==> config.mk <==
export PLATFORM = sky130hd
export DESIGN_NAME = walc_back_flat
export DESIGN_NICKNAME = d
export VERILOG_FILES = /design/src/walc_pkg.sv /design/src/walc_ifs.sv /design/src/walc_back.sv /design/src/flat_wrapper.sv
export SDC_FILE = /design/constraint.sdc
export NUM_CORES = 2
export LEC_CHECK = 0
export ABC_AREA = 1
export BUFFER_PORTS_ARGS = -buffer_cell sky130_fd_sc_hd__buf_2
export CAP_MARGIN = 20
export CORE_MARGIN = 5
export CORE_UTILIZATION = 51
export DETAILED_ROUTE_END_ITERATION = 16
export PLACE_DENSITY_LB_ADDON = 0.1
export SLEW_MARGIN = 10
export SYNTH_ARGS = -nofsm -noshare
export SYNTH_HDL_FRONTEND = slang
export SYNTH_SLANG_ARGS = --single-unit
==> constraint.sdc <==
create_clock -name clock -period 17.08 [get_ports clock]
set_input_delay 2.562 -clock clock [delete_from_list [all_inputs] [get_ports clock]]
set_output_delay 2.562 -clock clock [all_outputs]
set_load 0.01 [all_outputs]
==> src/walc_pkg.sv <==
// Package for the wall approach velocity controller.
// Holds register layout, reset values, field widths and width helpers.
// No dependencies; every other file depends on it.
`default_nettype none

package walc_pkg;

   localparam int SENSOR_BITS_DEFAULT   = 16;
   localparam int FRACTION_BITS_DEFAULT = 12;

   localparam int OUT_BITS       = 14;
   localparam int SPEED_BITS     = 13;
   localparam int CSR_DATA_BITS  = 17;
   localparam int CSR_INDEX_BITS = 3;
   localparam int GAIN_SHIFT     = 16;

   typedef enum logic [CSR_INDEX_BITS-1:0] {
      REG_REAR_SETPOINT    = 3'd0,
      REG_NEAR_THRESHOLD   = 3'd1,
      REG_LEFT_OFFSET      = 3'd2,
      REG_FAST_SPEED       = 3'd3,
      REG_SLOW_SPEED       = 3'd4,
      REG_X_GAIN           = 3'd5,
      REG_YAW_GAIN_MOVING  = 3'd6,
      REG_YAW_GAIN_STOPPED = 3'd7
   } reg_index_type;

   typedef struct packed {
      logic [15:0]           rear_setpoint;
      logic [15:0]           near_threshold;
      logic [11:0]           left_offset;
      logic [SPEED_BITS-1:0] fast_speed;
      logic [SPEED_BITS-1:0] slow_speed;
      logic [15:0]           x_gain;
      logic [16:0]           yaw_gain_moving;
      logic [16:0]           yaw_gain_stopped;
   } cfg_type;

   localparam cfg_type CFG_RESET = '{
      rear_setpoint:    16'd13500,
      near_threshold:   16'd10000,
      left_offset:      12'd800,
      fast_speed:       13'd5325,
      slow_speed:       13'd1229,
      x_gain:           16'd53687,
      yaw_gain_moving:  17'd32768,
      yaw_gain_stopped: 17'd61441
   };

   // Classification flags that travel with each queued request.
   typedef struct packed {
      logic read_ok;
      logic is_left;
      logic stopped;
   } flags_type;

   localparam int FLAGS_BITS = 3;

   // Width of the offset-corrected left value.
   function automatic int lsum_bits(input int sensor_bits);
      return ((sensor_bits > 12) ? sensor_bits : 12) + 1;
   endfunction

   // Width of one queue entry: flags, speed, left value, right value.
   function automatic int entry_bits(input int sensor_bits);
      return FLAGS_BITS + SPEED_BITS + lsum_bits(sensor_bits) + sensor_bits;
   endfunction

endpackage

`default_nettype wire

==> src/walc_ifs.sv <==
// Request and response channel interfaces of the wall approach controller.
// Depends on walc_pkg for default widths.
`default_nettype none


interface walc_rsp_if;
   logic                                valid;
   logic                                ready;
   logic                                command_valid;
   logic signed [walc_pkg::OUT_BITS-1:0] vel_forward;
   logic signed [walc_pkg::OUT_BITS-1:0] vel_side;
   logic signed [walc_pkg::OUT_BITS-1:0] yaw_rate;
   logic                                arrived;

   modport source (
      output valid, command_valid, vel_forward, vel_side, yaw_rate, arrived,
      input  ready
   );
   modport sink (
      input  valid, command_valid, vel_forward, vel_side, yaw_rate, arrived,
      output ready
   );
endinterface

`default_nettype wire

==> src/walc_back.sv <==
// Back end: three-stage pipeline that forms errors, scales by the gains,
// clamps and drives the response register. Depends on walc_pkg, walc_ifs.
`default_nettype none

module walc_back #(
   parameter int SENSOR_BITS   = walc_pkg::SENSOR_BITS_DEFAULT,
   parameter int FRACTION_BITS = walc_pkg::FRACTION_BITS_DEFAULT
) (
   input  wire logic                  clock,
   input  wire logic                  reset,
   input  wire walc_pkg::cfg_type     cfg,
   input  wire logic                  pop_valid,
   output logic                       pop_ready,
   input  wire logic [walc_pkg::entry_bits(SENSOR_BITS)-1:0] pop_data,
   walc_rsp_if.source                 rsp_chan
);
   import walc_pkg::*;

   localparam int LW      = lsum_bits(SENSOR_BITS);
   localparam int DW      = (LW > 16) ? LW : 16;
   localparam int YPW     = LW + 1;
   localparam int PFW     = (DW > FRACTION_BITS + 1) ? DW : FRACTION_BITS + 1;
   localparam int PYW     = (YPW > FRACTION_BITS + 1) ? YPW : FRACTION_BITS + 1;
   localparam int FWD_LIM = 1 << FRACTION_BITS;
   localparam int YAW_LIM = (127 * (1 << FRACTION_BITS) + 50) / 100;

   // queue entry fields
   flags_type              q_flags;
   logic [SPEED_BITS-1:0]  q_speed;
   logic [LW-1:0]          q_left;
   logic [SENSOR_BITS-1:0] q_right;
   logic [LW-1:0]          q_mean;
   logic [LW:0]            q_sum;

   // stage 1: error magnitudes and signs
   logic                   s1_valid_ff;
   flags_type              s1_flags_ff;
   logic [SPEED_BITS-1:0]  s1_speed_ff;
   logic [DW-1:0]          s1_fwd_mag_ff, s1_fwd_mag_in;
   logic                   s1_fwd_neg_ff, s1_fwd_neg_in;
   logic [LW-1:0]          s1_yaw_mag_ff, s1_yaw_mag_in;
   logic                   s1_yaw_neg_ff, s1_yaw_neg_in;
   logic [16:0]            s1_gain_ff;

   // stage 2: scaled products
   logic                   s2_valid_ff;
   flags_type              s2_flags_ff;
   logic [SPEED_BITS-1:0]  s2_speed_ff;
   logic [DW-1:0]          s2_fwd_p_ff;
   logic                   s2_fwd_neg_ff;
   logic [YPW-1:0]         s2_yaw_p_ff;
   logic                   s2_yaw_neg_ff;
   logic [DW+15:0]         fwd_prod;
   logic [LW+16:0]         yaw_prod;

   // stage 3: response register
   logic                   s3_valid_ff;
   logic                   out_cmd_ff, out_cmd_in;
   logic [OUT_BITS-1:0]    out_fwd_ff, out_fwd_in;
   logic [OUT_BITS-1:0]    out_side_ff, out_side_in;
   logic [OUT_BITS-1:0]    out_yaw_ff, out_yaw_in;
   logic                   out_arr_ff, out_arr_in;
   logic [PFW-1:0]         fwd_clamped;
   logic [PYW-1:0]         yaw_clamped;
   logic [OUT_BITS-1:0]    fwd_m, yaw_m, side_m;

   logic s1_en, s2_en, s3_en;

   assign s3_en     = !s3_valid_ff || rsp_chan.ready;
   assign s2_en     = !s2_valid_ff || s3_en;
   assign s1_en     = !s1_valid_ff || s2_en;
   assign pop_ready = s1_en;

   // stage 1 logic
   always_comb begin
      {q_flags, q_speed, q_left, q_right} = pop_data;
      q_sum  = (LW+1)'(q_left) + (LW+1)'(q_right);
      q_mean = q_sum[LW:1];
      s1_fwd_neg_in = DW'(q_mean) > DW'(cfg.rear_setpoint);
      s1_fwd_mag_in = s1_fwd_neg_in ? (DW'(q_mean) - DW'(cfg.rear_setpoint))
                                    : (DW'(cfg.rear_setpoint) - DW'(q_mean));
      s1_yaw_neg_in = LW'(q_right) > q_left;
      s1_yaw_mag_in = s1_yaw_neg_in ? (LW'(q_right) - q_left) : (q_left - LW'(q_right));
   end

   // stage 2 logic
   always_comb begin
      fwd_prod = (DW+16)'(s1_fwd_mag_ff) * (DW+16)'(cfg.x_gain);
      yaw_prod = (LW+17)'(s1_yaw_mag_ff) * (LW+17)'(s1_gain_ff);
   end

   // stage 3 logic: clamp magnitude, then apply the sign in 14 bits
   always_comb begin
      fwd_clamped = (PFW'(s2_fwd_p_ff) > PFW'(FWD_LIM)) ? PFW'(FWD_LIM) : PFW'(s2_fwd_p_ff);
      yaw_clamped = (PYW'(s2_yaw_p_ff) > PYW'(YAW_LIM)) ? PYW'(YAW_LIM) : PYW'(s2_yaw_p_ff);
      fwd_m  = fwd_clamped[OUT_BITS-1:0];
      yaw_m  = yaw_clamped[OUT_BITS-1:0];
      side_m = OUT_BITS'(s2_speed_ff);
      out_cmd_in  = s2_flags_ff.read_ok;
      out_arr_in  = s2_flags_ff.read_ok && s2_flags_ff.stopped;
      out_fwd_in  = s2_fwd_neg_ff ? (OUT_BITS'(0) - fwd_m) : fwd_m;
      out_yaw_in  = s2_yaw_neg_ff ? (OUT_BITS'(0) - yaw_m) : yaw_m;
      out_side_in = s2_flags_ff.is_left ? side_m : (OUT_BITS'(0) - side_m);
      if (!s2_flags_ff.read_ok) begin
         out_fwd_in  = '0;
         out_yaw_in  = '0;
         out_side_in = '0;
      end
   end

   always_ff @(posedge clock) begin
      if (reset) begin
         s1_valid_ff <= 1'b0;
         s2_valid_ff <= 1'b0;
         s3_valid_ff <= 1'b0;
      end else begin
         if (s1_en) begin
            s1_valid_ff <= pop_valid;
         end
         if (s2_en) begin
            s2_valid_ff <= s1_valid_ff;
         end
         if (s3_en) begin
            s3_valid_ff <= s2_valid_ff;
         end
      end
   end

   always_ff @(posedge clock) begin
      if (s1_en) begin
         s1_flags_ff   <= q_flags;
         s1_speed_ff   <= q_speed;
         s1_fwd_mag_ff <= s1_fwd_mag_in;
         s1_fwd_neg_ff <= s1_fwd_neg_in;
         s1_yaw_mag_ff <= s1_yaw_mag_in;
         s1_yaw_neg_ff <= s1_yaw_neg_in;
         s1_gain_ff    <= q_flags.stopped ? cfg.yaw_gain_stopped : cfg.yaw_gain_moving;
      end
      if (s2_en) begin
         s2_flags_ff   <= s1_flags_ff;
         s2_speed_ff   <= s1_speed_ff;
         s2_fwd_p_ff   <= fwd_prod[DW+15:GAIN_SHIFT];
         s2_fwd_neg_ff <= s1_fwd_neg_ff;
         s2_yaw_p_ff   <= yaw_prod[LW+16:GAIN_SHIFT];
         s2_yaw_neg_ff <= s1_yaw_neg_ff;
      end
      if (s3_en) begin
         out_cmd_ff  <= out_cmd_in;
         out_fwd_ff  <= out_fwd_in;
         out_side_ff <= out_side_in;
         out_yaw_ff  <= out_yaw_in;
         out_arr_ff  <= out_arr_in;
      end
   end

   assign rsp_chan.valid         = s3_valid_ff;
   assign rsp_chan.command_valid = out_cmd_ff;
   assign rsp_chan.vel_forward   = out_fwd_ff;
   assign rsp_chan.vel_side      = out_side_ff;
   assign rsp_chan.yaw_rate      = out_yaw_ff;
   assign rsp_chan.arrived       = out_arr_ff;

   // A response for an invalid read carries no motion.
   a_bad_read_zero: assert property (@(posedge clock) disable iff (reset)
      (rsp_chan.valid && !rsp_chan.command_valid) |->
         (out_fwd_ff == '0 && out_side_ff == '0 && out_yaw_ff == '0 && !out_arr_ff))
      else $error("motion on an invalid read");

endmodule

`default_nettype wire

==> src/flat_wrapper.sv <==
// flat-port wrapper written by rule: the top's interface ports become plain ports
module walc_back_flat import walc_pkg::*;
#(
   parameter int SENSOR_BITS   = walc_pkg::SENSOR_BITS_DEFAULT,
   parameter int FRACTION_BITS = walc_pkg::FRACTION_BITS_DEFAULT
)
  (clock, reset, cfg, pop_valid, pop_ready, pop_data, rsp_chan_valid, rsp_chan_command_valid, rsp_chan_vel_forward, rsp_chan_vel_side, rsp_chan_yaw_rate, rsp_chan_arrived, rsp_chan_ready);
  walc_rsp_if rsp_chan_i ();
  input  wire logic clock;
  input  wire logic reset;
  input  wire walc_pkg::cfg_type cfg;
  input  wire logic pop_valid;
  output logic pop_ready;
  input  wire logic [walc_pkg::entry_bits(SENSOR_BITS)-1:0] pop_data;
  output wire logic [$bits(rsp_chan_i.valid)-1:0] rsp_chan_valid;
  output wire logic [$bits(rsp_chan_i.command_valid)-1:0] rsp_chan_command_valid;
  output wire logic [$bits(rsp_chan_i.vel_forward)-1:0] rsp_chan_vel_forward;
  output wire logic [$bits(rsp_chan_i.vel_side)-1:0] rsp_chan_vel_side;
  output wire logic [$bits(rsp_chan_i.yaw_rate)-1:0] rsp_chan_yaw_rate;
  output wire logic [$bits(rsp_chan_i.arrived)-1:0] rsp_chan_arrived;
  input wire logic [$bits(rsp_chan_i.ready)-1:0] rsp_chan_ready;
  assign rsp_chan_valid = rsp_chan_i.valid;
  assign rsp_chan_command_valid = rsp_chan_i.command_valid;
  assign rsp_chan_vel_forward = rsp_chan_i.vel_forward;
  assign rsp_chan_vel_side = rsp_chan_i.vel_side;
  assign rsp_chan_yaw_rate = rsp_chan_i.yaw_rate;
  assign rsp_chan_arrived = rsp_chan_i.arrived;
  assign rsp_chan_i.ready = rsp_chan_ready;
  walc_back #(.SENSOR_BITS(SENSOR_BITS), .FRACTION_BITS(FRACTION_BITS)) u_core (.clock(clock), .reset(reset), .cfg(cfg), .pop_valid(pop_valid), .pop_ready(pop_ready), .pop_data(pop_data), .rsp_chan(rsp_chan_i));
endmodule
==> flow_summary_export.csv <==
group,metric,value,unit
yosys,yosys-top-cells-count,"957 x inv_1, 859 x nand2_1, 434 x fa_1",
clock_network,numCtsBuffers,17,
sta,finClkSkew,0.01506,ns
yosys,yosysTopAreaCell,"fa_1",
yosys,ys_ff_latch,169,
route,wl_per_cell,15.52,um
critical_path,ff2ff_setup_slack,10.97,ns
worst_hold_path,min_path_cells,0,
global_route,grt_max_degree,56,
critical_path,startpoint_type,"input port",
yosys,yosysMostFrequentCell,"inv_1",
floorplanning,ios,219,
route,drc_errors,0,
critical_path,path_class,"input port to flop",
floorplanning,initial_core_util,51.60,%
place,gp_congestion,0.9356,
yosys,synth_area_leaders,"fa_1 29%, edfxtp_1 17%, ha_1 12%, inv_1 12%, nand2_1 11%",
yosys,ys_async_sr_fraction,0,%
run_status,status,"completed",
route,vias_per_cell,5.019,
floorplanning,chipHeight,251.8,um
global_route,gr-total-overflow,0,
clock_network,ctsResizeCount,0,
yosys,synth_area,29830,sq um
sta,setup_viol,0,
yosys,synth_flop_cell,"edfxtp_1",
critical_path,cp.arrival,7.83,ns
yosys,synth_cells,3710,
floorplanning,rows,88,
yosys,syn_nets,4608,
floorplanning,die_x,251.8,um
cells_and_area,stdcell_count,4502,
place,placed_area,30860,sq um
sta,tightest_slew,1.025,ns
yosys,synth.distinct_cells,64,
sta,hold_viol,0,
critical_path,r2r-end,"u_core.s2_yaw_p_ff[17]",
flow_run,maxCapViolCount,0,
yosys,synth-seq-area-share,16.91,%
cells_and_area,design_area,31510,sq um
clock_network,clockBufferDepth,2,
sta,period_share,44.60,%
floorplanning,core,57810,sq um
route,vias,22590,
cells_and_area,n_fill_cell,5615,
yosys,postSynthAreaPerCell,8.040,sq um
cells_and_area,diodes,0,
sta,timing.setup.tns,0,ns
global_route,grt_pass1_vias,23580,
yosys,synth_edf_count,166,
place,dpl.cell_count,4470,
place,place_ws,8.951,ns
clock_network,cts_hold_buf,0,
clock_network,clkTransAtPathRegs,0.08,ns
critical_path,r2r_cells,21,
clock_network,clock_latency,0.48,ns
cells_and_area,drive_gt1_share,7.814,%
global_route,grt_util_met3,3.762,%
critical_path,worstPathMaxFanout,17,
worst_hold_path,hold_start,"u_core.s1_speed_ff[2]",
route,ant_nets,0,
critical_path,crit_path_end_kind,"flop",
route,drtPass1Iterations,5,
clock_network,cts.sinks,169,
sta,post-route-min-period,7.618,ns
critical_path,r2r-start,"u_core.s1_yaw_mag_ff[7]",
global_route,grt_util_met1,31.01,%
critical_path,required,17.29,ns
worst_hold_path,hold_path.class,"flop to flop",
floorplanning,dieArea,63430,sq um
global_route,grt_pass1_wl,118.8,mm
global_route,antenna_found_initial,0,
global_route,gr-usage-all-layers,22.95,%
sta,fmax,0.1313,GHz
global_route,grt.met2_usage,39.07,%
route,drt-total-wl,69.88,mm
cells_and_area,layout.nets,4622,
sta,setup_ws,9.462,ns
clock_network,tritoncts,"yes",
route,first_iter_violations,1078,
clock_network,cts-root-buf,"clkbuf_16",
sta,rsz0062_at_grt,"false",
place,dpl.hpwl,56.41,mm
clock_network,htreeDepth,4,
cells_and_area,syn2layout_area_growth,5.616,%
place,portBuffers,164,
clock_network,postCtsSetupRepairBufs,0,
sta,slew_violations,0,
yosys,synth_top_area_share,29.13,%
sta,relSlewSlack,31.44,%
yosys,yosysWarnings,0,
global_route,grt-busiest-layer,"met2",
worst_hold_path,worstHoldEndpoint,"u_core.s2_speed_ff[2]",
-- kinds of logic after synthesis --
logic type / after synthesis / synth area share, %
xor+xnor: 92 / 2.701
compound gates: 379 / 7.290
fa+ha+maj: 725 / 41.33
simple gates: 1187 / 16.26
buf+inv: 1140 / 14.83
flops: 169 / 16.91
mux: 18 / 0.6753
-- sequential cells by signal, summed over array words and instances, names as in the netlist, 2 cells and up --
name	cells
u_core.s1_yaw_mag_ff	17
u_core.rsp_chan.vel_forward	14
u_core.rsp_chan.vel_side	14
u_core.s1_fwd_mag_ff	17
u_core.rsp_chan.yaw_rate	14
u_core.s2_flags_ff	2
u_core.s2_fwd_p_ff	17
u_core.s2_speed_ff	13
u_core.s1_flags_ff	3
u_core.s2_yaw_p_ff	18
u_core.s1_gain_ff	17
u_core.s1_speed_ff	13
-- area by class of cell --
cell class	instances	area [sq um]	area share, %
Multi-Input combinational cell	2401	20370	64.66
Sequential cell	169	5045	16.01
Inverter	966	3631	11.53
Tap cell	765	957.2	3.038
Timing Repair Buffer	169	858.3	2.724
Clock buffer	17	425.4	1.350
Clock inverter	15	216.5	0.6871
-- how the worst max path moves through the flow --
stage | startpoint | end | slack [ns] | depth (start not counted)
finish | cfg[41] | u_core.s2_fwd_p_ff[16] | 9.46 | 21
global route | cfg[41] | u_core.s2_fwd_p_ff[12] | 9.16 | 21
floorplan | rsp_chan_ready | pop_ready | 9.23 | 4
CTS | cfg[41] | u_core.s2_fwd_p_ff[16] | 9.46 | 21
detailed placement | cfg[41] | u_core.s2_fwd_p_ff[16] | 8.95 | 21
global placement | cfg[41] | u_core.s2_fwd_p_ff[16] | 8.97 | 21
-- cell usage in the layout, fill, tap and decap left out, types with 7 or more instances in the layout --
| cell type | count |
|---|---|
| a21oi_1 | 183 |
| nand3_1 | 60 |
| buf_2 | 164 |
| inv_2 | 9 |
| ha_1 | 291 |
| xor2_1 | 70 |
| nand2_1 | 857 |
| nand4_1 | 17 |
| nand2_2 | 29 |
| o21ai_1 | 13 |
| nor2_1 | 147 |
| a21o_1 | 12 |
| o21bai_1 | 8 |
| inv_1 | 956 |
| fa_1 | 434 |
| xnor2_1 | 22 |
| o21ai_0 | 92 |
| clkbuf_16 | 17 |
| o21a_1 | 12 |
| nor3_1 | 40 |
| nor4_1 | 7 |
| edfxtp_1 | 166 |
| a31oi_1 | 13 |
| mux2_2 | 17 |
| clkinv_8 | 7 |
-- layer usage --
| metal | vias up | wire length [um] |
|---|---|---|
| met2 | 595 | 33170 |
| met1 | 10790 | 31290 |
| met3 | 97 | 4075 |
| met5 | - | 0 |
| li1 | 11110 | - |
| met4 | 0 | 1338 |
-- metrics by stage --
step | hold slack, ns | utilization, %
finish | 0.4157 | 54.50
global route | 0.4201 | 54.50
CTS | 0.4204 | 54.50
detailed placement | 0.4052 | 53.39
global placement | 0.4003 | 53.39
floorplan | 0.4003 | -
-- critical path, stage by stage --
cell,delay (ns)
buf_2,0.35
nand2_1,0.14
fa_1,0.56
inv_1,0.05
fa_1,0.50
inv_1,0.06
fa_1,0.55
inv_1,0.05
fa_1,0.40
fa_1,0.51
inv_1,0.05
fa_1,0.47
inv_1,0.04
ha_1,0.32
a21oi_1,0.26
o21ai_0,0.13
a21oi_1,0.13
nand2_1,0.13
a21oi_1,0.29
o21ai_1,0.12
xor2_1,0.15
Power is not shown: default switching activity piles up to over one toggle a cycle in this logic, so the estimate is an artifact.
