===== src/walc_pkg.sv =====
// Package for the wall approach velocity controller.
// Holds register layout, reset values, field widths and width helpers.
// No dependencies; every other file depends on it.
`default_nettype none

package walc_pkg;

   localparam int SENSOR_BITS_DEFAULT   = 16;
   localparam int FRACTION_BITS_DEFAULT = 12;

   localparam int OUT_BITS       = 14;
   localparam int SPEED_BITS     = 13;
   localparam int CSR_DATA_BITS  = 17;
   localparam int CSR_INDEX_BITS = 3;
   localparam int GAIN_SHIFT     = 16;

   typedef enum logic [CSR_INDEX_BITS-1:0] {
      REG_REAR_SETPOINT    = 3'd0,
      REG_NEAR_THRESHOLD   = 3'd1,
      REG_LEFT_OFFSET      = 3'd2,
      REG_FAST_SPEED       = 3'd3,
      REG_SLOW_SPEED       = 3'd4,
      REG_X_GAIN           = 3'd5,
      REG_YAW_GAIN_MOVING  = 3'd6,
      REG_YAW_GAIN_STOPPED = 3'd7
   } reg_index_type;

   typedef struct packed {
      logic [15:0]           rear_setpoint;
      logic [15:0]           near_threshold;
      logic [11:0]           left_offset;
      logic [SPEED_BITS-1:0] fast_speed;
      logic [SPEED_BITS-1:0] slow_speed;
      logic [15:0]           x_gain;
      logic [16:0]           yaw_gain_moving;
      logic [16:0]           yaw_gain_stopped;
   } cfg_type;

   localparam cfg_type CFG_RESET = '{
      rear_setpoint:    16'd13500,
      near_threshold:   16'd10000,
      left_offset:      12'd800,
      fast_speed:       13'd5325,
      slow_speed:       13'd1229,
      x_gain:           16'd53687,
      yaw_gain_moving:  17'd32768,
      yaw_gain_stopped: 17'd61441
   };

   // Classification flags that travel with each queued request.
   typedef struct packed {
      logic read_ok;
      logic is_left;
      logic stopped;
   } flags_type;

   localparam int FLAGS_BITS = 3;

   // Width of the offset-corrected left value.
   function automatic int lsum_bits(input int sensor_bits);
      return ((sensor_bits > 12) ? sensor_bits : 12) + 1;
   endfunction

   // Width of one queue entry: flags, speed, left value, right value.
   function automatic int entry_bits(input int sensor_bits);
      return FLAGS_BITS + SPEED_BITS + lsum_bits(sensor_bits) + sensor_bits;
   endfunction

endpackage

`default_nettype wire


===== src/walc_queue.sv =====
// Two-entry register queue between front end and back end.
// Depends on walc_pkg only for the file convention; width is a parameter.
`default_nettype none

module walc_queue #(
   parameter int WIDTH = 8
) (
   input  wire logic             clock,
   input  wire logic             reset,
   input  wire logic             in_valid,
   output logic                  in_ready,
   input  wire logic [WIDTH-1:0] in_data,
   output logic                  out_valid,
   input  wire logic             out_ready,
   output logic [WIDTH-1:0]      out_data
);
   import walc_pkg::*;

   localparam int DEPTH = 2;

   logic [WIDTH-1:0] mem_ff [DEPTH];
   logic             wr_ptr_ff, wr_ptr_in;
   logic             rd_ptr_ff, rd_ptr_in;
   logic [1:0]       count_ff, count_in;
   logic             push, pop;

   assign in_ready  = (count_ff != 2'(DEPTH));
   assign out_valid = (count_ff != 2'd0);
   assign out_data  = mem_ff[rd_ptr_ff];
   assign push      = in_valid && in_ready;
   assign pop       = out_valid && out_ready;

   always_comb begin
      wr_ptr_in = push ? !wr_ptr_ff : wr_ptr_ff;
      rd_ptr_in = pop ? !rd_ptr_ff : rd_ptr_ff;
      count_in  = count_ff;
      if (push && !pop) begin
         count_in = count_ff + 2'd1;
      end else if (pop && !push) begin
         count_in = count_ff - 2'd1;
      end
   end

   always_ff @(posedge clock) begin
      if (reset) begin
         wr_ptr_ff <= 1'b0;
         rd_ptr_ff <= 1'b0;
         count_ff  <= 2'd0;
      end else begin
         wr_ptr_ff <= wr_ptr_in;
         rd_ptr_ff <= rd_ptr_in;
         count_ff  <= count_in;
      end
   end

   always_ff @(posedge clock) begin
      if (push) begin
         mem_ff[wr_ptr_ff] <= in_data;
      end
   end

   a_count_bound: assert property (@(posedge clock) disable iff (reset)
      count_ff <= 2'(DEPTH))
      else $error("queue count out of range");

   a_head_holds: assert property (@(posedge clock) disable iff (reset)
      (out_valid && !out_ready) |=> (out_valid && $stable(out_data)))
      else $error("queue head changed while stalled");

   a_push_counts: assert property (@(posedge clock) disable iff (reset)
      (push && !pop) |=> (count_ff == 2'($past(count_ff) + 2'd1)))
      else $error("queue lost a request");

endmodule

`default_nettype wire


===== config.mk =====
export PLATFORM = sky130hd
export DESIGN_NAME = walc_queue
export DESIGN_NICKNAME = d
export VERILOG_FILES = /design/src/walc_pkg.sv /design/src/walc_queue.sv
export SDC_FILE = /design/constraint.sdc
export NUM_CORES = 1
export LEC_CHECK = 0
export ABC_CLOCK_PERIOD_IN_PS = 5000
export BUFFER_PORTS_ARGS = -buffer_cell sky130_fd_sc_hd__buf_4
export CORE_MARGIN = 2
export CORE_UTILIZATION = 52
export CTS_CLUSTER_DIAMETER = 40
export CTS_CLUSTER_SIZE = 12
export DETAILED_ROUTE_END_ITERATION = 16
export GPL_TIMING_DRIVEN = 1
export PLACE_DENSITY = 0.79
export RECOVER_POWER = 100
export SYNTH_ARGS = -nofsm -noshare
export SYNTH_HDL_FRONTEND = slang
export SYNTH_SLANG_ARGS = --single-unit

===== constraint.sdc =====
create_clock -name clock -period 5 [get_ports clock]
set_clock_uncertainty 0.1 [all_clocks]
set_input_delay 0.5 -clock clock [delete_from_list [all_inputs] [get_ports clock]]
set_output_delay 0.5 -clock clock [all_outputs]
set_load 0.02 [all_outputs]

==> results of run 1 <==
[cell type report]
| class | instances | area, um2 |
|---|---|---|
| timing repair buffer | 21 | 113 |
| fill | 124 | 518 |
| clock inverter | 1 | 5.00 |
| sequential | 21 | 581 |
| multi-input combinational | 26 | 209 |
| clock buffer | 3 | 22.5 |
| tap | 16 | 20.0 |
| inverter | 1 | 3.75 |
[through the flow]
step / power, mW / worst slack [ns]
floorplan: 0.365 / 3.36
global placement: 0.424 / 3.27
detailed placement: 0.432 / 3.19
CTS: 0.508 / 3.00
global route: 0.498 / 2.91
finish: 0.472 / 3.02
[registers in the layout, indices dropped and copies added (netlist names), named ones only]
register	cells
count_ff	2
mem_ff	16
rd_ptr_ff	1
wr_ptr_ff	1
[worst max-delay path by stage]
stage | from | end | slack [ns] | cells past startpoint
detailed placement | out_ready | count_ff[1] | 3.19 | 5
floorplan | count_ff[0] | count_ff[1] | 3.36 | 5
finish | register | out_data[0] | 3.02 | 2
global route | register | out_data[0] | 2.91 | 2
global placement | in_valid | count_ff[1] | 3.27 | 5
CTS | register | out_data[0] | 3.00 | 2
[synthesized netlist by cell type]
master	count	area, um2
sky130_fd_sc_hd__ha_1	1	12.5
sky130_fd_sc_hd__a21oi_1	2	10.0
sky130_fd_sc_hd__a21bo_2	1	10.0
sky130_fd_sc_hd__and3_1	1	6.26
sky130_fd_sc_hd__inv_1	1	3.75
sky130_fd_sc_hd__nand2b_4	1	13.8
sky130_fd_sc_hd__or3_1	1	6.26
sky130_fd_sc_hd__mux2_2	8	90.1
sky130_fd_sc_hd__dfxtp_1	5	100
sky130_fd_sc_hd__xor2_1	3	26.3
sky130_fd_sc_hd__or2_2	1	6.26
sky130_fd_sc_hd__nand3b_1	1	7.51
sky130_fd_sc_hd__o21ai_0	2	10.0
sky130_fd_sc_hd__buf_2	1	5.00
sky130_fd_sc_hd__nor2_1	3	11.3
sky130_fd_sc_hd__and2_1	1	6.26
sky130_fd_sc_hd__edfxtp_1	16	480
[metal layers]
metal,global-route usage,share of wire,up-vias
met5,0,0,-
met4,0.0909,0.010,0
met3,0.0250,0.074,2
met2,0.254,0.53,14
met1,0.168,0.38,221
li1,-,-,231
[power breakdown]
part	switching (mW)	internal, mW	total [mW]
logic	0.0900	0.0632	0.153
clock network	0.0464	0.0298	0.0762
registers	0.0210	0.221	0.242
total	0.157	0.314	0.472
[kinds of logic after synthesis]
| group | synth area share |
|---|---|
| DFF | 0.721 |
| and+or+nand+nor | 0.0714 |
| muxes | 0.112 |
| AOI/OAI and AO/OA | 0.0373 |
| xor gates and xnor gates | 0.0326 |
| buffers and inverters | 0.0109 |
| adders and majority gates | 0.0155 |
[critical path: cells and delay by family (launching register included)]
kind	cells	cell delay (ns)
flops	1	0.53
mux	1	0.38
buf+inv	1	0.17
==> run_summary.xml, run 1 <==
<?xml version="1.0" encoding="UTF-8"?>
<metrics>
  <group name="sta">
    <metric name="finalHoldViolations" unit="">0</metric>
    <metric name="grt_setup_unrepaired" unit="">false</metric>
    <metric name="tns" unit="ns">0</metric>
    <metric name="timing.final.setup_violations" unit="">0</metric>
    <metric name="slew_headroom" unit="">0.749</metric>
    <metric name="timing_max_transition_violations_final" unit="">0</metric>
    <metric name="min_period_over_period" unit="">0.397</metric>
    <metric name="fmax" unit="MHz">504</metric>
    <metric name="worst_slack_on_hold_paths" unit="ns">0.287</metric>
    <metric name="worst_max_slew_pin_slew" unit="ns">0.377</metric>
    <metric name="post-route-min-period" unit="ns">1.98</metric>
  </group>
  <group name="floorplanning">
    <metric name="coreArea" unit="um2">1470</metric>
    <metric name="floorplan.die_area" unit="um2">1880</metric>
    <metric name="ios" unit="">22</metric>
    <metric name="rows" unit="">14</metric>
    <metric name="die_width" unit="um">43.4</metric>
    <metric name="initial_core_util" unit="">0.548</metric>
    <metric name="die_extent_in_y" unit="um">43.4</metric>
  </group>
  <group name="detailed_routing">
    <metric name="vias" unit="">468</metric>
    <metric name="drc" unit="">0</metric>
    <metric name="drt_first_pass_iters" unit="">3</metric>
    <metric name="antenna_violating_nets_post_route" unit="">0</metric>
    <metric name="vias_per_cell" unit="">5.26</metric>
    <metric name="wl_per_cell" unit="um">13.4</metric>
    <metric name="route.final.wire_length" unit="mm">1.19</metric>
    <metric name="drt-initial-drc-count" unit="">7</metric>
  </group>
  <group name="global_route">
    <metric name="grtUsageTotal" unit="">0.146</metric>
    <metric name="grt_pass1_wl" unit="mm">1.94</metric>
    <metric name="grt_antenna_before_repair" unit="">0</metric>
    <metric name="pin_count_of_the_biggest_net_entering_global_routing" unit="">13</metric>
    <metric name="first_global_vias" unit="">480</metric>
    <metric name="grt-ovfl-total" unit="">0</metric>
  </group>
  <group name="critical_path">
    <metric name="r2r.worst_path.cells" unit="">5</metric>
    <metric name="required_time_of_the_critical_path" unit="ns">4.40</metric>
    <metric name="reg2reg_from" unit="">count_ff[0]</metric>
    <metric name="critical_path_endpoint_category" unit="">output port</metric>
    <metric name="slowest_stage" unit="">sky130_fd_sc_hd__dfxtp_1</metric>
    <metric name="crit_path_cell_trace" unit="">mux2_2 -&gt; clkbuf_1</metric>
    <metric name="regToRegEndpoint" unit="">count_ff[1]</metric>
    <metric name="r2r_setup_slack" unit="ns">3.21</metric>
    <metric name="worst_setup_path_start_kind" unit="">register</metric>
    <metric name="worstSetupPathType" unit="">reg2out</metric>
    <metric name="worst_path_max_stage_delay" unit="ns">0.53</metric>
    <metric name="critical_path_peak_fanout" unit="">8</metric>
    <metric name="critical_path_arrival" unit="ns">1.38</metric>
  </group>
  <group name="min_path">
    <metric name="whs_path_depth" unit="">2</metric>
    <metric name="min_delay_worst_endpoint" unit="">wr_ptr_ff</metric>
    <metric name="worst_hold_path_type" unit="">in2reg</metric>
    <metric name="worst_hold_startpoint" unit="">reset</metric>
  </group>
  <group name="layout">
    <metric name="fin_cells" unit="">89</metric>
    <metric name="antennaDiodeCount" unit="">0</metric>
    <metric name="final_cell_mix" unit="">16 x sky130_fd_sc_hd__edfxtp_1, 12 x sky130_fd_sc_hd__clkbuf_1, 9 x sky130_fd_sc_hd__clkbuf_4</metric>
    <metric name="layout.cells.most_common" unit="">sky130_fd_sc_hd__edfxtp_1</metric>
    <metric name="stdcell_area" unit="um2">953</metric>
    <metric name="syn2layout_area_growth" unit="%">18.3</metric>
    <metric name="fraction_of_layout_cells_with_a_size_suffix_above_1" unit="">0.315</metric>
    <metric name="final_util" unit="">0.648</metric>
    <metric name="fin_nets" unit="">87</metric>
  </group>
  <group name="power_and_ir_drop">
    <metric name="power_per_cell_area" unit="nW/um2">495</metric>
    <metric name="vdd_ir_drop_max" unit="uV">283</metric>
    <metric name="leakage" unit="nW">0.356</metric>
  </group>
  <group name="synthesis">
    <metric name="synth.yosys.seq_area_share" unit="">0.720</metric>
    <metric name="post_synth.cell_area_avg" unit="um2">16.4</metric>
    <metric name="synth_area" unit="um2">806</metric>
    <metric name="postSynthCellCount" unit="">49</metric>
    <metric name="yosys_register_bits" unit="">21</metric>
    <metric name="yosysWarningCount" unit="">0</metric>
    <metric name="synth.distinct_cells" unit="">17</metric>
    <metric name="syn-num-nets" unit="">62</metric>
  </group>
  <group name="clock_tree">
    <metric name="clock-root-buffer" unit="">sky130_fd_sc_hd__clkbuf_4</metric>
    <metric name="clk_pin_slew_worst_paths" unit="ns">0.11</metric>
    <metric name="insertion_delay" unit="ns">0.29</metric>
    <metric name="cts-hold-fix-buffers" unit="">0</metric>
    <metric name="numCtsBuffers" unit="">3</metric>
    <metric name="cts.path.max_buffers" unit="">2</metric>
    <metric name="post_cts_setup_inserts" unit="">0</metric>
    <metric name="tritoncts" unit="">yes</metric>
    <metric name="cts_repair_resize_count" unit="">0</metric>
    <metric name="cts_sinks" unit="">21</metric>
    <metric name="cts.htree.levels" unit="">1</metric>
  </group>
  <group name="placement">
    <metric name="place.gp.congestion" unit="">0.652</metric>
    <metric name="dpl-instance-area" unit="um2">978</metric>
    <metric name="place.detailed.instances" unit="">85</metric>
    <metric name="io_buffers" unit="">21</metric>
    <metric name="place_hpwl" unit="um">930</metric>
  </group>
  <group name="flow_run">
    <metric name="max-cap-violations" unit="">0</metric>
  </group>
  <group name="status">
    <metric name="run_status" unit="">completed</metric>
  </group>
</metrics>
Power figures use the tool's default switching activity.
==> run 2: changes to the inputs <==
--- a/config.mk
+++ b/config.mk
@@ -5,15 +5,16 @@
 export SDC_FILE = /design/constraint.sdc
 export NUM_CORES = 1
 export LEC_CHECK = 0
-export ABC_CLOCK_PERIOD_IN_PS = 5000
+export ABC_AREA = 1
+export ABC_CLOCK_PERIOD_IN_PS = 1900
 export BUFFER_PORTS_ARGS = -buffer_cell sky130_fd_sc_hd__buf_4
 export CORE_MARGIN = 2
-export CORE_UTILIZATION = 52
+export CORE_UTILIZATION = 49
 export CTS_CLUSTER_DIAMETER = 40
 export CTS_CLUSTER_SIZE = 12
 export DETAILED_ROUTE_END_ITERATION = 16
 export GPL_TIMING_DRIVEN = 1
-export PLACE_DENSITY = 0.79
+export PLACE_DENSITY = 0.75
 export RECOVER_POWER = 100
 export SYNTH_ARGS = -nofsm -noshare
 export SYNTH_HDL_FRONTEND = slang
==> constraint.sdc (replaced) <==
create_clock -name clock -period 1.9 [get_ports clock]
set_clock_uncertainty 0.1 [all_clocks]
set_input_delay 0.19 -clock clock [delete_from_list [all_inputs] [get_ports clock]]
set_output_delay 0.19 -clock clock [all_outputs]
set_load 0.02 [all_outputs]
==> run 2 against run 1 <==
Compared with the run above:
- wire length is 6.0% higher
- count of clock-buffer cells in the layout stayed put
- synthesized cell count is 27% higher
- total power grew to 2.7 times the previous value
- critical path type unchanged
- critical endpoint is now out_data[2]
- largest cell class unchanged
- largest power group unchanged
- highest routed layer unchanged
==> run_summary.xml, run 2 <==
<?xml version="1.0" encoding="UTF-8"?>
<metrics>
  <group name="status">
    <metric name="run_status" unit="">completed</metric>
  </group>
  <group name="clock_tree">
    <metric name="cts.htree.levels" unit="">1</metric>
    <metric name="numCtsBuffers" unit="">3</metric>
    <metric name="tritoncts" unit="">yes</metric>
    <metric name="cts-hold-fix-buffers" unit="">8</metric>
    <metric name="insertion_delay" unit="ns">0.29</metric>
    <metric name="cts.path.max_buffers" unit="">2</metric>
    <metric name="cts_repair_resize_count" unit="">0</metric>
    <metric name="clock-root-buffer" unit="">sky130_fd_sc_hd__clkbuf_4</metric>
    <metric name="clk_pin_slew_worst_paths" unit="ns">0.11</metric>
    <metric name="cts_sinks" unit="">21</metric>
    <metric name="post_cts_setup_inserts" unit="">0</metric>
  </group>
  <group name="global_route">
    <metric name="grt_pass1_wl" unit="mm">2.18</metric>
    <metric name="grt_antenna_before_repair" unit="">0</metric>
    <metric name="first_global_vias" unit="">539</metric>
    <metric name="pin_count_of_the_biggest_net_entering_global_routing" unit="">13</metric>
    <metric name="grt-ovfl-total" unit="">0</metric>
    <metric name="grtUsageTotal" unit="">0.153</metric>
  </group>
  <group name="placement">
    <metric name="place.detailed.instances" unit="">100</metric>
    <metric name="place_hpwl" unit="um">950</metric>
    <metric name="place.gp.congestion" unit="">0.805</metric>
    <metric name="io_buffers" unit="">21</metric>
    <metric name="post-place-ws" unit="ns">0.463</metric>
  </group>
  <group name="synthesis">
    <metric name="synth_edf_count" unit="">16</metric>
    <metric name="synth_area" unit="um2">826</metric>
    <metric name="post-synth-top-area-fraction" unit="">0.582</metric>
    <metric name="synth.yosys.seq_area_share" unit="">0.703</metric>
    <metric name="yosys_register_bits" unit="">21</metric>
    <metric name="post_synth.cell_area_avg" unit="um2">13.3</metric>
    <metric name="synth.distinct_cells" unit="">17</metric>
    <metric name="synth.most_common_cell" unit="">sky130_fd_sc_hd__edfxtp_1</metric>
    <metric name="yosysWarningCount" unit="">0</metric>
    <metric name="synth.top_cells.by_area" unit="">sky130_fd_sc_hd__edfxtp_1 58%, sky130_fd_sc_hd__dfxtp_1 12%, sky130_fd_sc_hd__mux2_2 11%</metric>
    <metric name="postSynthCellCount" unit="">62</metric>
    <metric name="post-synth-top-area-cell" unit="">sky130_fd_sc_hd__edfxtp_1</metric>
    <metric name="async_flop_share" unit="">0</metric>
    <metric name="syn-num-nets" unit="">75</metric>
    <metric name="ys.flop_type" unit="">sky130_fd_sc_hd__edfxtp_1</metric>
    <metric name="post_synth_most_frequent_cells" unit="">16 x sky130_fd_sc_hd__edfxtp_1, 8 x sky130_fd_sc_hd__mux2_2, 7 x sky130_fd_sc_hd__nand2_1, 7 x sky130_fd_sc_hd__nor2_1, 6 x sky130_fd_sc_hd__inv_1</metric>
  </group>
  <group name="floorplanning">
    <metric name="ios" unit="">22</metric>
    <metric name="initial_core_util" unit="">0.536</metric>
    <metric name="die_extent_in_y" unit="um">45.1</metric>
    <metric name="die_width" unit="um">45.1</metric>
    <metric name="rows" unit="">14</metric>
    <metric name="floorplan.die_area" unit="um2">2030</metric>
    <metric name="coreArea" unit="um2">1540</metric>
  </group>
  <group name="layout">
    <metric name="layout.area.seq" unit="um2">581</metric>
    <metric name="nFillCells" unit="">119</metric>
    <metric name="fin_cells" unit="">112</metric>
    <metric name="largest_registers" unit="">mem_ff: 16 flops, count_ff: 2 flops</metric>
    <metric name="largest_reg_flops" unit="">16</metric>
    <metric name="regMostFlops" unit="">mem_ff</metric>
    <metric name="multi_input_area" unit="um2">199</metric>
    <metric name="fraction_of_layout_cells_with_a_size_suffix_above_1" unit="">0.250</metric>
    <metric name="final_cell_mix" unit="">16 x sky130_fd_sc_hd__edfxtp_1, 12 x sky130_fd_sc_hd__clkbuf_1, 10 x sky130_fd_sc_hd__clkbuf_4</metric>
    <metric name="syn2layout_area_growth" unit="%">29.1</metric>
    <metric name="fin_nets" unit="">110</metric>
    <metric name="layout.cells.most_common" unit="">sky130_fd_sc_hd__edfxtp_1</metric>
    <metric name="antennaDiodeCount" unit="">0</metric>
  </group>
  <group name="detailed_routing">
    <metric name="drt_first_pass_iters" unit="">4</metric>
    <metric name="drc" unit="">0</metric>
    <metric name="wl_per_cell" unit="um">11.3</metric>
    <metric name="antenna_violating_nets_post_route" unit="">0</metric>
    <metric name="vias_per_cell" unit="">4.92</metric>
    <metric name="route.final.wire_length" unit="mm">1.26</metric>
    <metric name="drt-initial-drc-count" unit="">6</metric>
    <metric name="vias" unit="">551</metric>
  </group>
  <group name="critical_path">
    <metric name="required_time_of_the_critical_path" unit="ns">1.61</metric>
    <metric name="critical_path_arrival" unit="ns">1.41</metric>
    <metric name="slowest_stage" unit="">sky130_fd_sc_hd__dfxtp_1</metric>
    <metric name="critical_path_endpoint_category" unit="">output port</metric>
    <metric name="worstSetupPathType" unit="">reg2out</metric>
    <metric name="critical_path_peak_fanout" unit="">8</metric>
    <metric name="worst_setup_path_start_kind" unit="">register</metric>
    <metric name="worst_path_max_stage_delay" unit="ns">0.55</metric>
    <metric name="crit_path_cell_trace" unit="">mux2_2 -&gt; clkbuf_1</metric>
  </group>
  <group name="sta">
    <metric name="timing.final.setup_violations" unit="">0</metric>
    <metric name="slew_headroom" unit="">0.729</metric>
    <metric name="min_period_over_period" unit="">0.894</metric>
    <metric name="finalHoldViolations" unit="">0</metric>
    <metric name="worst_max_slew_pin_slew" unit="ns">0.406</metric>
    <metric name="fmax" unit="MHz">589</metric>
    <metric name="setup_ws" unit="ns">0.201</metric>
    <metric name="timing_max_transition_violations_final" unit="">0</metric>
    <metric name="grt_setup_unrepaired" unit="">false</metric>
    <metric name="tns" unit="ns">0</metric>
    <metric name="post-route-min-period" unit="ns">1.70</metric>
  </group>
  <group name="power_and_ir_drop">
    <metric name="vdd_ir_drop_max" unit="uV">898</metric>
    <metric name="totalPowerFinal" unit="mW">1.27</metric>
    <metric name="leakage" unit="nW">0.426</metric>
    <metric name="power_per_cell_area" unit="nW/um2">1190</metric>
  </group>
  <group name="min_path">
    <metric name="worst_hold_path_type" unit="">in2reg</metric>
  </group>
  <group name="flow_run">
    <metric name="max-cap-violations" unit="">0</metric>
  </group>
</metrics>
## run 2: cell count changes after synthesis, moves of 2 or more
| cell | previous run | this run |
|---|---|---|
| sky130_fd_sc_hd__nand2_1 | 0 | 7 |
| sky130_fd_sc_hd__nor2_1 | 3 | 7 |
| sky130_fd_sc_hd__inv_1 | 1 | 6 |
| sky130_fd_sc_hd__xor2_1 | 3 | 0 |
| sky130_fd_sc_hd__nand3_1 | 0 | 2 |
## run 2: worst max-delay path: cells and delay by family, from the launching register on
| kind | cells | cell delay [ns] |
|---|---|---|
| muxes | 1 | 0.39 |
| buffers and inverters | 1 | 0.18 |
| DFF | 1 | 0.55 |
## run 2: per-stage QoR
stage	hold WS, ns	area [um2]	utilization
4_1_cts	0.0625	1120	0.727
3_5_place_dp	0.277	1010	0.657
5_1_grt	0.0926	1070	0.692
6_report	0.0679	1070	0.692
2_1_floorplan	0.189	826	-
3_3_place_gp	0.275	1010	0.657
## run 2: cell type report
| cell class | count | share of cell area |
|---|---|---|
| Sequential cell | 21 | 0.545 |
| Clock inverter | 1 | 0.00469 |
| Timing Repair Buffer | 31 | 0.195 |
| Tap cell | 16 | 0.0188 |
| Multi-Input combinational cell | 32 | 0.187 |
| Clock buffer | 3 | 0.0211 |
| Inverter | 8 | 0.0293 |
## run 2: kinds of logic (layout without fill, tap and decap cells)
logic type               count (synthesis)  in the layout  share of synthesized area
multiplexers                             8              8                      0.109
adder cells (fa/ha/maj)                  1              1                     0.0151
AND/OR/NAND/NOR                         19             19                      0.105
AO/OA/AOI/OAI                            4              4                     0.0242
flip-flops                              21             21                      0.703
buffers and inverters                    9             43                     0.0439
## run 2: final timing paths
path	slack, ns	to	cells after the start	start
max	0.20	out_data[2]	2	register
min	0.07	count_ff[1]	4	reset
max reg2reg	0.27	mem_ff[0][4]	5	count_ff[0]
min reg2reg	0.39	count_ff[0]	1	count_ff[0]
## run 2: metal layers
layer	vias to the layer above	track usage	wire, um
li1	280	-	-
met1	252	0.176	558
met2	17	0.274	621
met3	2	0.0240	73
met4	0	0.0706	9
met5	-	0	0
## run 2: power breakdown
group	total [mW]	leakage [nW]	internal (mW)	switching (mW)
clock	0.204	0.0177	0.0783	0.126
combinational	0.429	0.217	0.160	0.269
sequential	0.634	0.191	0.586	0.0486
